`config.mk`:
```
export PLATFORM = sky130hd
export DESIGN_NAME = elite_pool_sorted_insert
export DESIGN_NICKNAME = d
export VERILOG_FILES = /design/src/eps_pkg.sv /design/src/elite_pool_sorted_insert.sv /design/src/eps_ctrl.sv /design/src/eps_dp.sv
export SDC_FILE = /design/constraint.sdc
export NUM_CORES = 2
export LEC_CHECK = 0
export BUFFER_PORTS_ARGS = -buffer_cell sky130_fd_sc_hd__buf_2
export CAP_MARGIN = 20
export CORE_MARGIN = 3
export CORE_UTILIZATION = 55
export CTS_BUF_LIST = sky130_fd_sc_hd__clkbuf_16
export DETAILED_ROUTE_END_ITERATION = 16
export PLACE_DENSITY = 0.72
export SYNTH_ARGS = -nofsm -noshare
export SYNTH_HDL_FRONTEND = slang
export SYNTH_HIERARCHICAL = 1
export SYNTH_SLANG_ARGS = --single-unit
```
`constraint.sdc`:
```
create_clock -name clock -period 16.5 [get_ports clock]
set_input_delay 0.825 -clock clock [delete_from_list [all_inputs] [get_ports clock]]
set_output_delay 0.825 -clock clock [all_outputs]
set_load 0.03 [all_outputs]
```
`src/eps_pkg.sv`:
```
package eps_pkg;

   localparam int OP_W     = 2;
   localparam int COST_W   = 31;
   localparam int HANDLE_W = 16;
   localparam int ITER_W   = 24;
   localparam int LIMIT_W  = 5;
   localparam int FILL_W   = 5;

   // operation codes
   localparam logic [OP_W-1:0] OP_OFFER     = 2'd0;
   localparam logic [OP_W-1:0] OP_CLEAR     = 2'd1;
   localparam logic [OP_W-1:0] OP_KEEP_BEST = 2'd2;

   localparam logic [LIMIT_W-1:0] LIMIT_RESET = 5'd16;
   localparam logic [ITER_W-1:0]  ITER_RESET  = 24'd1;

   typedef struct packed {
      logic [OP_W-1:0]     operation;
      logic [COST_W-1:0]   offer_cost;
      logic [HANDLE_W-1:0] offer_handle;
      logic [ITER_W-1:0]   offer_iteration;
   } req_type;

   typedef struct packed {
      logic                accepted;
      logic                new_best;
      logic                best_valid;
      logic [COST_W-1:0]   best_cost;
      logic [HANDLE_W-1:0] best_handle;
      logic [ITER_W-1:0]   best_iteration;
      logic [FILL_W-1:0]   fill_count;
   } rsp_type;

   // controller -> datapath
   typedef struct packed {
      logic exec;       // run the request and load the response register
      logic csr_write;  // load the limit register
   } cmd_type;

endpackage

```
`src/elite_pool_sorted_insert.sv`:
```
// Sorted top-k pool of (cost, handle) entries, best (lowest cost) at the head.
//
// req_*  : one request per transfer: offer a candidate, clear the pool, or
//          keep only the best entry (see eps_pkg operation codes).
// rsp_*  : exactly one response per request: accepted / new_best flags, the
//          current best entry and its iteration, and the fill count.
// csr_*  : write of the active limit (entries in use). Write only while no
//          request is outstanding; csr_ready is always high.
//
// Latency: the response is registered and valid the cycle after the request
// transfer. Throughput: one request per cycle; every pool cell compares its
// cost against the offer in parallel and the row shifts in one step.
// A response waiting on rsp_ready stalls req_ready; a new request is taken
// in the same cycle the held response transfers.
// Reset (synchronous): pool empty, best iteration 1, limit 16. Entry storage
// is not cleared; only entries below the fill count are ever read.
module elite_pool_sorted_insert #(
   parameter int POOL_DEPTH = 16
) (
   input  logic                         clock,
   input  logic                         reset,
   input  logic                         req_valid,
   output logic                         req_ready,
   input  eps_pkg::req_type             req_data,
   output logic                         rsp_valid,
   input  logic                         rsp_ready,
   output eps_pkg::rsp_type             rsp_data,
   input  logic                         csr_valid,
   output logic                         csr_ready,
   input  logic [eps_pkg::LIMIT_W-1:0]  csr_data
);

   eps_pkg::cmd_type cmd;

   // handshake sequencing
   eps_ctrl u_ctrl (
      .clock     (clock),
      .reset     (reset),
      .req_valid (req_valid),
      .req_ready (req_ready),
      .rsp_valid (rsp_valid),
      .rsp_ready (rsp_ready),
      .csr_valid (csr_valid),
      .csr_ready (csr_ready),
      .cmd       (cmd)
   );

   // compare row, shift row, counters and response register
   eps_dp #(
      .POOL_DEPTH (POOL_DEPTH)
   ) u_dp (
      .clock    (clock),
      .reset    (reset),
      .cmd      (cmd),
      .req_data (req_data),
      .csr_data (csr_data),
      .rsp_data (rsp_data)
   );

   // a request transfer always leaves a response behind
   assert property (@(posedge clock) disable iff (reset)
      req_valid && req_ready |=> rsp_valid)
      else $error("no response after request transfer");

   // new_best implies the offer was inserted
   assert property (@(posedge clock) disable iff (reset)
      rsp_valid && rsp_data.new_best |-> rsp_data.accepted)
      else $error("new_best without accepted");

   // empty pool reports zero best entry and zero fill
   assert property (@(posedge clock) disable iff (reset)
      rsp_valid && !rsp_data.best_valid |->
         rsp_data.best_cost == '0 && rsp_data.best_handle == '0 &&
         rsp_data.fill_count == '0)
      else $error("empty pool reports nonzero best");

   // an inserted offer leaves the pool non-empty
   assert property (@(posedge clock) disable iff (reset)
      rsp_valid && rsp_data.accepted |-> rsp_data.best_valid)
      else $error("accepted offer but pool empty");

endmodule

```
`src/eps_ctrl.sv`:
```
module eps_ctrl (
   input  logic              clock,
   input  logic              reset,
   input  logic              req_valid,
   output logic              req_ready,
   output logic              rsp_valid,
   input  logic              rsp_ready,
   input  logic              csr_valid,
   output logic              csr_ready,
   output eps_pkg::cmd_type  cmd
);

   typedef enum logic [1:0] {
      ST_EMPTY = 2'b01,
      ST_HOLD  = 2'b10
   } state_type;

   state_type state_ff, state_in;

   // a new request may enter as the held response leaves
   assign req_ready     = (state_ff == ST_EMPTY) || rsp_ready;
   assign rsp_valid     = (state_ff == ST_HOLD);
   assign csr_ready     = 1'b1;
   assign cmd.exec      = req_valid && req_ready;
   assign cmd.csr_write = csr_valid;

   always_comb begin
      state_in = state_ff;
      case (state_ff)
         ST_EMPTY: begin
            if (cmd.exec) state_in = ST_HOLD;
         end
         ST_HOLD: begin
            if (rsp_ready && !cmd.exec) state_in = ST_EMPTY;
         end
         default: state_in = ST_EMPTY;
      endcase
   end

   always_ff @(posedge clock) begin
      if (reset) begin
         state_ff <= ST_EMPTY;
      end else begin
         state_ff <= state_in;
      end
   end

endmodule

```
`src/eps_dp.sv`:
```
module eps_dp #(
   parameter int POOL_DEPTH = 16
) (
   input  logic                         clock,
   input  logic                         reset,
   input  eps_pkg::cmd_type             cmd,
   input  eps_pkg::req_type             req_data,
   input  logic [eps_pkg::LIMIT_W-1:0]  csr_data,
   output eps_pkg::rsp_type             rsp_data
);

   localparam int CW = eps_pkg::COST_W;
   localparam int HW = eps_pkg::HANDLE_W;
   localparam int NW = eps_pkg::FILL_W;
   // the limit register is 5 bits, so no more than 31 cells are ever used
   localparam logic [NW:0] DEPTH_CAP = (POOL_DEPTH > 31) ? 6'd31 : 6'(POOL_DEPTH);

   logic [CW-1:0] cost_ff   [POOL_DEPTH];
   logic [CW-1:0] cost_in   [POOL_DEPTH];
   logic [HW-1:0] handle_ff [POOL_DEPTH];
   logic [HW-1:0] handle_in [POOL_DEPTH];

   logic [NW-1:0]                 count_ff, count_in;
   logic [eps_pkg::ITER_W-1:0]    iter_ff, iter_in;
   logic [eps_pkg::LIMIT_W-1:0]   limit_ff;
   eps_pkg::rsp_type              rsp_ff, rsp_in;

   logic [POOL_DEPTH-1:0] valid, lt, eq;
   logic [NW-1:0]         lim;
   logic                  dup, has_room, pos_in, accept, new_best;

   // compare cells: one per entry
   for (genvar i = 0; i < POOL_DEPTH; i++) begin : g_cell
      assign valid[i] = int'(count_ff) > i;
      assign lt[i]    = valid[i] && (cost_ff[i] < req_data.offer_cost);
      assign eq[i]    = valid[i] && (cost_ff[i] == req_data.offer_cost);

      if (i == 0) begin : g_head
         always_comb begin
            if (!accept || lt[i]) begin
               cost_in[i]   = cost_ff[i];
               handle_in[i] = handle_ff[i];
            end else begin
               cost_in[i]   = req_data.offer_cost;
               handle_in[i] = req_data.offer_handle;
            end
         end
      end else begin : g_body
         always_comb begin
            if (!accept || lt[i]) begin
               cost_in[i]   = cost_ff[i];
               handle_in[i] = handle_ff[i];
            end else if (lt[i-1]) begin
               cost_in[i]   = req_data.offer_cost;
               handle_in[i] = req_data.offer_handle;
            end else begin
               cost_in[i]   = cost_ff[i-1];
               handle_in[i] = handle_ff[i-1];
            end
         end
      end
   end

   // effective limit: zero acts as one, clipped to the built depth
   always_comb begin
      if (limit_ff == '0) begin
         lim = NW'(1);
      end else if ({1'b0, limit_ff} > DEPTH_CAP) begin
         lim = DEPTH_CAP[NW-1:0];
      end else begin
         lim = limit_ff;
      end
   end

   always_comb begin
      dup      = |eq;
      has_room = count_ff < lim;
      pos_in   = |(valid & ~lt);
      accept   = (req_data.operation == eps_pkg::OP_OFFER) && !dup && (has_room || pos_in);
      new_best = accept && !lt[0];

      count_in = count_ff;
      iter_in  = iter_ff;
      case (req_data.operation)
         eps_pkg::OP_OFFER: begin
            if (accept && has_room) count_in = count_ff + NW'(1);
            if (new_best)           iter_in  = req_data.offer_iteration;
         end
         eps_pkg::OP_CLEAR: begin
            count_in = '0;
            iter_in  = eps_pkg::ITER_RESET;
         end
         eps_pkg::OP_KEEP_BEST: begin
            if (count_ff != '0) count_in = NW'(1);
         end
         default: ;
      endcase

      rsp_in.accepted       = accept;
      rsp_in.new_best       = new_best;
      rsp_in.best_valid     = (count_in != '0);
      rsp_in.best_cost      = (count_in != '0) ? cost_in[0] : '0;
      rsp_in.best_handle    = (count_in != '0) ? handle_in[0] : '0;
      rsp_in.best_iteration = iter_in;
      rsp_in.fill_count     = count_in;
   end

   always_ff @(posedge clock) begin
      if (reset) begin
         count_ff <= '0;
         iter_ff  <= eps_pkg::ITER_RESET;
         limit_ff <= eps_pkg::LIMIT_RESET;
      end else begin
         if (cmd.exec) begin
            count_ff <= count_in;
            iter_ff  <= iter_in;
         end
         if (cmd.csr_write) limit_ff <= csr_data;
      end
   end

   always_ff @(posedge clock) begin
      if (cmd.exec) begin
         rsp_ff <= rsp_in;
         for (int i = 0; i < POOL_DEPTH; i++) begin
            cost_ff[i]   <= cost_in[i];
            handle_ff[i] <= handle_in[i];
         end
      end
   end

   assign rsp_data = rsp_ff;

endmodule

```
# Word-level counts from Yosys, hierarchy flattened
# Memories as Yosys holds them, arrays and structs flattened.
# Index checks and enable logic that the tools add are counted.
[classes] addsub=1 n_lt_le_gt_ge=34 n_eq_ne=23 mux=74 n_bitwise=2 reduce_logical=68
[op_table] cell="2-to-1 mux 31 bit" n=31
[op_table] cell="equality test 31 bit" n=16
[op_table] cell="less-than comparator 31 bit" n=16
[op_table] cell="2-to-1 mux 16 bit" n=31
[op_table] cell="case mux 24 bit (2 select lines)" n=1
[op_table] cell="greater-than comparator 5 x 4 -> 1 bit (second input constant)" n=8
[op_table] cell="logical AND 1 bit" n=38
[op_table] cell="OR reduction 16 bit" n=2
[op_table] cell="2-to-1 mux 24 bit" n=1
[op_table] cell="greater-than comparator 5 x 3 -> 1 bit (second input constant)" n=4
[op_table] cell="2-to-1 mux 5 bit" n=4
[op_table] cell="logical OR 1 bit" n=18
[op_table] cell="bitwise AND 16 bit" n=1
[op_table] cell="NOT 16 bit" n=1
[op_table] cell="case mux 5 bit (3 select lines)" n=1
[op_table] cell="greater-than comparator 5 x 1 -> 1 bit (second input constant)" n=2
[op_table] cell="greater-than comparator 5 x 2 -> 1 bit (second input constant)" n=2
[op_table] cell="nonzero test 5 bit" n=2
[op_table] cell="adder 5 x 1 -> 5 bit (second input constant)" n=1
[op_table] cell="greater-than comparator 5 bit (second input constant)" n=1
[op_table] cell="logical NOT 5 bit" n=1
[op_table] cell="less-than comparator 5 bit" n=1
[op_table] cell="equality test 2 x 1 -> 1 bit (second input constant)" n=2
[op_table] cell="equality test 2 bit (second input constant)" n=2
[op_table] cell="8 further kinds" n=15
[totals] reg_bits=115 ram_bits=752 input_bits=83 out_inout_bits=82 wordCells=215 n_memories=2
[mem_list] name="u_dp.cost_ff" words=16 width=31 rd=16 rd_ports_with_merged_regs=0 wr=16 line="eps_dp.sv:18" rtl="logic [CW-1:0] cost_ff [POOL_DEPTH];"
[mem_list] name="u_dp.handle_ff" words=16 width=16 rd=15 rd_ports_with_merged_regs=0 wr=16 line="eps_dp.sv:20" rtl="logic [HW-1:0] handle_ff [POOL_DEPTH];"

# Depth between registers and ports, before layout
# An unclocked memory read counts as a cell.
[depth] ltp_word=12 depth_mapped=15 ltp_nobuf=12

# Modules after synthesis
# The synthesis kept the hierarchy.
[by_module_without_submodules] module="eps_dp" instances=1 cells_per_inst=3156 area_per_inst_um2=37865.1 seq_area_each_um2=18427.7
[by_module_without_submodules] module="eps_ctrl" instances=1 cells_per_inst=13 area_per_inst_um2=123.9 seq_area_each_um2=40.0

# Least setup slack after synthesis
# Ideal clock, no wire load.
[synth_timing] path_kind="in2reg" startpoint="input rsp_ready" endpoint="memory u_dp/cost_ff[0][100] (netlist name), enable pin" setup_ns=0.419 arrival_ns=6.339 required_ns=16.081 setup_slack_ns=9.742 cell_stages=6 path_buffers=2 cell_sequence="or2_1 -> and2_1 -> buf_1 -> nand3_1 -> clkbuf_1 -> nor2_1"
[synth_rtl] element="from (decl)" line="elite_pool_sorted_insert.sv:26" rtl="input logic rsp_ready,"
[synth_rtl] element="to (decl)" line="eps_dp.sv:18"

# Worst setup path after layout
[layout_timing] startpoint="input req_data[61] (netlist name)" endpoint="register u_dp/iter_ff[0] (netlist name)"
[layout_via] elab_chain_cells=10 elab_cells_between_ends=76 cone_classes="16 x order compare; 16 x eq/ne; 2 x mux; 2 x bitwise; 40 x reduce/logical"
[layout_rtl] element="from (decl)" line="elite_pool_sorted_insert.sv:24" rtl="input eps_pkg::req_type req_data,"
[layout_rtl] element="less-than comparator 31 bit" line="eps_dp.sv:35" rtl="assign lt[i] = valid[i] && (cost_ff[i] < req_data.offer_cost);"
[layout_rtl] element="logical AND 1 bit" line="eps_dp.sv:35"
[layout_rtl] element="NOT 16 bit" line="eps_dp.sv:78" rtl="pos_in = |(valid & ~lt);"
[layout_rtl] element="bitwise AND 16 bit" line="eps_dp.sv:78"
[layout_rtl] element="OR reduction 16 bit" line="eps_dp.sv:78"
[layout_rtl] element="logical OR 1 bit" line="eps_dp.sv:79" rtl="accept = (req_data.operation == eps_pkg::OP_OFFER) && !dup && (has_room || pos_in);"
[layout_rtl] element="logical AND 1 bit" line="eps_dp.sv:79"
[layout_rtl] element="logical AND 1 bit *" line="eps_dp.sv:80" rtl="new_best = accept && !lt[0];"
[layout_rtl] element="2-to-1 mux 24 bit *" line="eps_dp.sv:87" rtl="if (new_best) iter_in = req_data.offer_iteration;"
[layout_rtl] element="case mux 24 bit (2 select lines) *" line="eps_dp.sv:84" rtl="case (req_data.operation)"
[layout_rtl] element="to (signal assigned)" line="eps_dp.sv:111" rtl="iter_ff <= eps_pkg::ITER_RESET;"
[layout_rtl] element="to (signal assigned)" line="eps_dp.sv:116" rtl="iter_ff <= iter_in;"
[layout_rtl] element="to (decl)" line="eps_dp.sv:24" rtl="logic [eps_pkg::ITER_W-1:0] iter_ff, iter_in;"
# Every way passes the cells marked *; elsewhere a longest branch is shown, timed or not.
# A chain may end at the register's enable or synchronous reset.

==> out/results.tsv <==
metric	value	unit
WP data required	16.94	ns
final worst slack	10.27	ns
Clock Tree Buf Depth	3	
endpoint class of the critical path	flop	
post-route ant nets	0	
slew margin rel.	14.95	%
Synth Cell Area	37990	µm²
Total GRT Usage	29.75	%
Max rail drop VDD	0.1060	mV
CP Launch Point	req_data[61]	
area delta synth->final	11.62	%
R2R Path End	u_dp/rsp_data[52]	
Die ar.	72260	µm²
WL/cell	25.34	µm
post-detail-place hpwl	79.85	mm
nature of the critical path startpoint	input port	
distinct cell type count after synthesis	78	
top-count cell post-synth	edfxtp_1	
Max-Cap Viols	0	
Reg2Reg Depth	12	
final setup violation count	0	
sequential fraction of the synthesis area	48.61	%
post-synth top area cell	edfxtp_1	
Max Slew Vio Count	0	
RSZ-0062 raised after global routing	false	
Worst R2R Start	u_dp/count_ff[1]	
pin count of the biggest net entering global routing	75	
Post-synth ARST share	0	%
DRT Pass-1 Iters	5	
global route overflow	0	
FMAX	160.4	MHz
Min Clock Period, post-route	6.234	ns
clock skew	0.03195	ns
setup TNS	0	ns
Final Hold Fails	0	
Ys Warns	6	
CTS Sinks	627	
First DRT Iteration DRCs	2382	
layout cell share with drive strength beyond 1	22.92	%
initial core utilization	56.07	%
synthesis-stage register bit count	627	
initial antenna violation count	2	
top_reg_cell synth	edfxtp_1	
CP Class	in -> reg	
P per Cell Area	97.22	nW/µm²
CTS tree	yes	
Die H	268.8	µm
Area contributors post-synth	edfxtp_1 47%, ha_1 17%, mux2_2 12%	
worst setup path end	u_dp/iter_ff[0]	
vias in the first global route	28240	
cts repair resizes	0	
Setup Fix Bufs, Post-CTS	0	
clock slew at reported path FFs	0.06	ns
flop2flop setup slack	11.04	ns
EDFF count, synth	591	
CORE AREA	67750	µm²
commonest cells in the synthesized netlist	591 x edfxtp_1, 505 x ha_1, 396 x mux2_2	
Final nets	3917	
DIE WIDTH	268.8	µm
Least-Margin Pin Slew	1.264	ns
Layout Cells excl Fill	4261	
crit share post-route	37.78	%
LEAKAGE	16.42	nW
status	complete, no violations	
Hold WS	0.4279	ns
worst hold-check path type	in -> reg	
WL final	108.0	mm
via/cell ratio	6.531	
Hold Buf Count CTS	0	
row cnt	95	
syn_nets	3757	
# port buffers	163	
DRC	0	
WP data arrival	6.68	ns
Num CTS Buffers	72	
Max H-tree Level	3	
Root Driver	clkbuf_16	
setup slack at placement	9.724	ns
# placed instances	4123	
Max FO, Critical Path	73	
Cells after Synth	3169	
area share of the largest cell type after synthesis	46.72	%
Syn Area/Cell	11.99	µm²
Clk Latency, worst-skew pair	0.62	ns
gpl congestion	0.9511	
first-pass GRT wire length	165.0	mm
via count	27830	
io pins	165	
[critical path, stage by stage]
cell and delay [ns]:
buf_2 0.26, inv_1 0.49, ha_1 0.54, nand4_1 0.32, nor4_1 0.85, o31ai_1 0.30
a21oi_1 0.47, a2111oi_0 0.26, and4b_1 0.34, nand4_1 0.15, buf_4 0.68, and4_1 0.95
a2bb2oi_1 0.13
[metal layers]
| layer | track usage, % | wire length, µm | part of all wire, % | up-vias |
|---|---|---|---|---|
| li1 | - | - | - | 12710 |
| met1 | 38.63 | 44870 | 42 | 13820 |
| met2 | 49.76 | 51660 | 48 | 1076 |
| met3 | 4.836 | 6969 | 6.5 | 221 |
| met4 | 12.53 | 4494 | 4.2 | 0 |
| met5 | 0 | 0 | 0 | - |
[cell families (layout without fill, tap and decap cells)]
group | Yosys count | after routing | synth area share, %
AO/OA/AOI/OAI | 684 | 684 | 11.15
AND/OR/NAND/NOR | 730 | 730 | 9.367
buffers and inverters | 218 | 434 | 2.282
adder cells (fa/ha/maj) | 505 | 505 | 16.63
flip-flops | 627 | 627 | 48.61
multiplexers | 404 | 404 | 11.95
other | 1 | 4 | 0.009871
[area by class of cell]
cell class	instances	area, µm²
antenna	3	7.507
inverter	73	274.0
sequential	627	18470
tap	873	1092
clock inverter	56	442.9
fill	5181	25350
multi-input combinational	2324	18850
clock buffer	74	1852
timing repair buffer	231	1418
[report_power, final]
part           internal [mW]  switching (mW)
sequential              1.85          0.0449
combinational          0.237           0.422
clock                  0.897           0.669
[per-stage QoR]
stage | utilization [%] | cell area, µm² | total power, mW
after floorplan | - | 37990 | 2.354
after global placement | 58.98 | 39960 | 2.547
after detailed placement | 59.01 | 39980 | 2.573
after CTS | 62.39 | 42270 | 4.139
after global routing | 62.58 | 42400 | 4.277
final | 62.58 | 42400 | 4.122
[registers in the layout, summed over array words and instances, names as in the netlist]
signal / flops
u_dp/count_ff: 5
u_dp/rsp_data: 79
u_ctrl/state_ff: 2
u_dp/handle_ff: 16
u_dp/limit_ff: 5
u_dp/cost_ff: 496
u_dp/iter_ff: 24
[placed cells by master (no fill, tap or decap), types with 86 or more instances in the layout]
cell        n
nor2_1     86
o21ai_0   222
edfxtp_1  591
a21oi_1   205
inv_1      87
ha_1      505
nand4_1   111
nand2_1   271
mux2_2    396
nand3_1   105
buf_2     163
[how the worst min path moves through the flow]
stage	from	to	slack, ns	cells past startpoint
global placement	u_dp/iter_ff[22]	u_dp/iter_ff[22]	0.46	2
detailed placement	u_dp/iter_ff[7]	u_dp/iter_ff[7]	0.47	2
CTS	req_data[17]	u_dp/iter_ff[17]	0.40	2
floorplan	u_dp/iter_ff[1]	u_dp/iter_ff[1]	0.45	2
global route	req_data[9]	u_dp/iter_ff[9]	0.42	2
finish	req_data[13]	u_dp/iter_ff[13]	0.43	2
Power figures use the tool's default switching activity.
